### config.mk
export PLATFORM = sky130hd
export DESIGN_NAME = dtps_ctrl
export DESIGN_NICKNAME = d
export VERILOG_FILES = /design/src/design/dtps_pkg.sv /design/src/design/dtps_ctrl.sv
export SDC_FILE = /design/constraint.sdc
export NUM_CORES = 1
export LEC_CHECK = 0
export BUFFER_PORTS_ARGS = -buffer_cell sky130_fd_sc_hd__buf_4
export CAP_MARGIN = 10
export CORE_AREA = 2 2 39 41
export DETAILED_ROUTE_END_ITERATION = 6
export DIE_AREA = 0 0 41 43
export MAX_ROUTING_LAYER = met4
export PLACE_DENSITY = 0.59
export SLEW_MARGIN = 20
export SYNTH_ARGS = -nofsm -noshare
export SYNTH_HDL_FRONTEND = slang
export SYNTH_SLANG_ARGS = --single-unit
### constraint.sdc
create_clock -name clk -period 1.42 [get_ports clk]
set_clock_uncertainty 0.15 [all_clocks]
set_input_delay 0.213 -clock clk [delete_from_list [all_inputs] [get_ports clk]]
set_output_delay 0.213 -clock clk [all_outputs]
set_load 0.1 [all_outputs]
### src/design/dtps_pkg.sv
// Package for the depth-tested pixel store: field widths, command codes,
// configuration register indexes and the controller/datapath interface structs.
// Depends on nothing; used by every module of the block.
package dtps_pkg;

    // Fixed widths of the item fields and configuration registers.
    localparam int COORD_W      = 16;
    localparam int COLOR_W      = 32;
    localparam int DEPTH_PORT_W = 24;
    localparam int CFG_W        = 9;
    localparam int CFG_IDX_W    = 1;
    localparam int PROD_W       = 2 * CFG_W;

    // Configuration register indexes.
    localparam logic [CFG_IDX_W-1:0] CFG_IDX_WIDTH  = 1'b0;
    localparam logic [CFG_IDX_W-1:0] CFG_IDX_HEIGHT = 1'b1;

    // Reset value of both area registers.
    localparam logic [CFG_W-1:0] CFG_AREA_RESET = 9'd256;

    // Defaults for the top-level parameters.
    localparam int MAX_WIDTH_DEF  = 256;
    localparam int MAX_HEIGHT_DEF = 256;
    localparam int DEPTH_BITS_DEF = 24;

    typedef enum logic [1:0] {
        CMD_WRITE     = 2'd0,
        CMD_CLR_DEPTH = 2'd1,
        CMD_CLR_ALL   = 2'd2,
        CMD_READ      = 2'd3
    } cmd_t;

    // Commands from the controller to the datapath.
    typedef struct packed {
        logic load;        // latch the accepted input item
        logic calc;        // register address, area test and clear count
        logic sweep_en;    // write one entry of a clearing sweep
        logic sweep_all;   // sweep covers the whole store (reset pass)
        logic sweep_color; // sweep clears the colours as well
        logic finish;      // load the result register, do the pixel write
    } ctrl_t;

    // Status from the datapath to the controller.
    typedef struct packed {
        cmd_t command;
        logic sweep_done;
        logic out_free;
    } status_t;

endpackage

### src/design/dtps_ctrl.sv
// Controller of the depth-tested pixel store: one-hot state machine that
// sequences the reset clearing pass, clears, and pixel read-modify-writes.
// Depends on dtps_pkg.
module dtps_ctrl
(
    input  logic               clk,
    input  logic               rst_n,
    input  logic               in_valid,
    output logic               in_ready,
    input  dtps_pkg::status_t  status,
    output dtps_pkg::ctrl_t    ctrl
);

    typedef enum logic [5:0] {
        ST_INIT   = 6'b000001,
        ST_IDLE   = 6'b000010,
        ST_CALC   = 6'b000100,
        ST_SWEEP  = 6'b001000,
        ST_READ   = 6'b010000,
        ST_FINISH = 6'b100000
    } state_t;

    state_t state_reg;
    state_t state_next;

    assign in_ready = (state_reg == ST_IDLE);

    always_comb
    begin
        state_next       = state_reg;
        ctrl             = '0;
        ctrl.load        = in_valid && (state_reg == ST_IDLE);
        unique case (state_reg)
            ST_INIT:
            begin
                ctrl.sweep_en    = 1'b1;
                ctrl.sweep_all   = 1'b1;
                ctrl.sweep_color = 1'b1;
                if (status.sweep_done)
                begin
                    state_next = ST_IDLE;
                end
            end
            ST_IDLE:
            begin
                if (in_valid)
                begin
                    state_next = ST_CALC;
                end
            end
            ST_CALC:
            begin
                ctrl.calc = 1'b1;
                if (status.command == dtps_pkg::CMD_CLR_DEPTH ||
                    status.command == dtps_pkg::CMD_CLR_ALL)
                begin
                    state_next = ST_SWEEP;
                end
                else
                begin
                    state_next = ST_READ;
                end
            end
            ST_SWEEP:
            begin
                ctrl.sweep_en    = 1'b1;
                ctrl.sweep_color = (status.command == dtps_pkg::CMD_CLR_ALL);
                if (status.sweep_done)
                begin
                    state_next = ST_FINISH;
                end
            end
            ST_READ:
            begin
                state_next = ST_FINISH;
            end
            ST_FINISH:
            begin
                if (status.out_free)
                begin
                    ctrl.finish = 1'b1;
                    state_next  = ST_IDLE;
                end
            end
            default:
            begin
                state_next = ST_IDLE;
            end
        endcase
    end

    always_ff @(posedge clk or negedge rst_n)
    begin
        if (!rst_n)
        begin
            state_reg <= ST_INIT;
        end
        else
        begin
            state_reg <= state_next;
        end
    end

endmodule

* Yosys cells after proc, flatten, opt, wreduce, memory -nomap -nowiden
Index checks and enable logic that the tools add are counted.
** Word-level totals
- Register bits after elaboration :: 6
- Input bits :: 7
- Output and inout port bits :: 7
- Word-level logic and storage cells :: 29
** Cells by class
- Equality and inequality tests :: 12
- Multiplexer cells :: 12
- Reduce and logical (&&, ||, !) cells :: 4
** Operators with widths (count)
- 6-bit case mux with 6 select lines :: 1
- 6-bit two-way mux :: 4
- 2-bit inequality test (second input constant) :: 4
- 6-bit by 1-bit equality test with 1-bit output (second input constant) :: 1
- 6-bit by 2-bit equality test with 1-bit output (second input constant) :: 1
- 6-bit by 3-bit equality test with 1-bit output (second input constant) :: 1
- 6-bit by 4-bit equality test with 1-bit output (second input constant) :: 1
- 6-bit by 5-bit equality test with 1-bit output (second input constant) :: 1
- 6-bit equality test (second input constant) :: 1
- 1-bit two-way mux :: 5
- 5-bit two-way mux :: 1
- 4-bit AND reduction :: 1
- 2-bit by 1-bit equality test with 1-bit output (second input constant) :: 1
- 2-bit equality test (second input constant) :: 1
- 1-bit case mux with 2 select lines :: 1
- 2-bit OR reduction :: 1
- 1-bit logical AND :: 1
- 1-bit logical OR :: 1

* Logic depth before layout (Yosys ltp)
- Depth after elaboration :: 4
- Mapped depth :: 5
- Mapped depth without buffers :: 4

* Least setup slack after synthesis
Ideal clock, no wire load.
- Path kind :: reg-to-output
- Start :: register state_reg[0]
- End :: output ctrl[1] in the netlist's numbering
- Data arrival time :: 3.348 ns
- Path slack :: -2.291 ns
- Stages on the path, launching flop included :: 4
- Cells stage by stage :: dfstp_2 -> or2b_1 -> nor4_2 -> o21a_1
** RTL lines
- start, declared :: line dtps_ctrl.sv:23 : state_t state_reg;
- start signal, assigned :: line dtps_ctrl.sv:100 : state_reg <= state_next;
- end, declared :: line dtps_ctrl.sv:11 : output dtps_pkg::ctrl_t ctrl

==> flow_summary.json <==
{
  "worst_pin_slew_ns": 0.297,
  "largest_reg_flops": 6,
  "crit_required_ns": 1.06,
  "cp_cell_sequence": "or2b_1 -> nor4_4 -> buf_4",
  "ios": 14,
  "num_vias": 440,
  "critPathSlowestCell": "dfstp_2",
  "dp_hpwl_um": 884,
  "cp.depth": 3,
  "core_area_mm2": 0.00138,
  "h-tree-depth": 1,
  "initial_core_util_pct": 31.0,
  "synth_nets": 51,
  "synthToLayoutAreaGrowth_pct": 98.0,
  "crit_arrival_ns": 1.64,
  "final_cells": 92,
  "antenna_left": 0,
  "routed_wl_mm": 1.17,
  "clk_path_buf_depth": 2,
  "synthArstFlopShare_pct": 100,
  "fin_ws_ns": -0.587,
  "antenna_found_initial": 0,
  "min_period_over_period_pct": 141,
  "outcome": "finished, violations left",
  "worstPathMaxFanout": 3,
  "failed_checks": "setup timing",
  "clock_latency_ns": 0.24,
  "dp_cells": 82,
  "maxCapViolCount": 0,
  "setup_viol": 10,
  "total_leakage_power_nw": 0.372,
  "final_common_cell": "buf_4",
  "ys_types": 29,
  "drc": 0,
  "synth-edff-count": 0,
  "grtUsageMet1_pct": 19.9,
  "clockRootBuffer": "clkbuf_4",
  "maxSlewViolCount": 0,
  "die_x_um": 41,
  "endpoint_kind": "primary output",
  "die_h_um": 43,
  "synth_ff_type": "dfrtp_1",
  "critPathBufInv": 1,
  "period_needed_ns": 2.01,
  "grtUsageMet3_pct": 1.57,
  "gr-usage-all-layers_pct": 17.2,
  "start_kind": "flop",
  "place.gp.congestion": 0.684,
  "power_density_mw_per_mm2": 1880,
  "critical_path_class": "reg2out",
  "synth_seq_cells": 6,
  "dieArea_mm2": 0.00176,
  "clk_pin_slew_worst_paths_ns": 0.05,
  "seq_area_frac_synth_pct": 35.3,
  "grt_max_degree": 7,
  "path_delay_family": "simple AND/OR/NAND/NOR gates",
  "first_iter_violations": 3,
  "holdPathStages": 2,
  "avgSynthCellArea_um2": 9.98,
  "ir_worst_vdd_uv": 2190,
  "numCtsBuffers": 3,
  "drt_pass1_iterations": 2,
  "yosys.area.top_type": "dfrtp_1",
  "netlist_instances": 43,
  "max_freq_mhz": 498,
  "grt-ovfl-total": 0,
  "rows": 14,
  "viasPerCell": 4.78,
  "io_buffers": 13,
  "hp-class": "in2reg",
  "grt_busiest_layer": "met2",
  "fin_nets": 85,
  "final_hold_viol_count": 0,
  "clkSinkCount": 6,
  "power.total_mw": 1.60,
  "synth_area_leaders": "dfrtp_1 (29%), dfstp_2 (6.1%), nor4_2 (5.8%)",
  "grt_pass1_wl_mm": 1.99,
  "max_stage_delay_ns": 0.52,
  "wl_per_cell_um": 12.7,
  "grt_pass1_vias": 467,
  "synth.cell_area_um2": 429,
  "rsz0062_at_grt": "true",
  "grt.met2_usage_pct": 28.1,
  "drive_gt1_share_pct": 59.2,
  "antenna_cells": 0,
  "yosysTopAreaCellShare_pct": 29.2,
  "final_cell_mix": "buf_4 (17), buf_6 (6), buf_12 (5)",
  "slew_headroom_pct": 80.0,
  "reg2reg_depth": 5,
  "yosysWarnings": 0,
  "cts_tree": "yes"
}
## cell families (layout without fill, tap and decap cells)
group	Yosys count	in the layout	share of synthesized area, %
multiplexers	1	1	2.33
AO/OA/AOI/OAI	5	5	7.29
buffers and inverters	2	35	2.04
adder cells (fa/ha/maj)	1	1	2.91
XOR/XNOR	2	2	4.08
AND/OR/NAND/NOR	26	26	46.1
flip-flops	6	6	35.3
## power breakdown
group	internal [mW]	switching [mW]	total (mW)
Clock	0.106	0.0572	0.163
Sequential	0.213	0.0740	0.287
Combinational	0.526	0.620	1.15
## worst paths after layout
kind,from,slack (ns),endpoint
worst max-delay path,state_reg[0],-0.59,ctrl[2]
worst min-delay path,in_valid,0.06,state_reg[2]
worst max register to register,state_reg[0],-0.14,state_reg[1]
worst min register to register,state_reg[5],0.55,state_reg[5]
max in group asynchronous,rst_n,0.76,state_reg[0]
min in group asynchronous,rst_n,0.16,state_reg[2]
## synthesized netlist by cell type, types with 2 or more instances
cell type / number
dfrtp_1: 5
and2_1: 3
nand2b_1: 3
nand3b_1: 3
and3_1: 2
nand2_1: 2
nor2_1: 2
nor4_2: 2
## stage by stage
stage | TNS, ns | worst slack [ns] | hold slack, ns | util (%) | cell area (µm²)
final | -3.42 | -0.587 | 0.0639 | 61.4 | 850
after detailed placement | -2.33 | -0.418 | -0.126 | 48.8 | 676
after global routing | -4.03 | -0.651 | 0.0780 | 61.4 | 850
after CTS | -3.61 | -0.594 | 0.0514 | 58.2 | 806
after floorplan | -7.07 | -1.32 | -0.233 | - | 474
after global placement | -2.14 | -0.378 | -0.129 | 48.8 | 676
## worst register-to-register path, delay by kind of cell, from the launching register on
kind | cells | cell delay (ns)
AND/OR/NAND/NOR | 2 | 0.42
buffers and inverters | 1 | 0.16
AO/OA/AOI/OAI | 1 | 0.08
XOR/XNOR | 1 | 0.12
flip-flops | 1 | 0.52
## metal layers
metal  wire (µm)  vias up
met5           0        -
met2         646       11
met3          54        0
li1            -      220
met4           0        0
met1         466      209
## repair_timing
action	in CTS	in global routing
gates resized for setup	19	4
endpoints found under the hold margin	7	0
endpoints found under the setup margin	9	11
buffers inserted	1	3
hold buffers	2	0
pin swaps	2	3
## cell type report
class | instances | area, µm²
fill | 125 | 534
tap | 16 | 20.0
timing repair buffer | 30 | 315
clock buffer | 4 | 26.3
multi-input combinational | 35 | 332
sequential | 6 | 153
inverter | 1 | 3.75
Note: power is estimated with default switching activity, not from simulation.
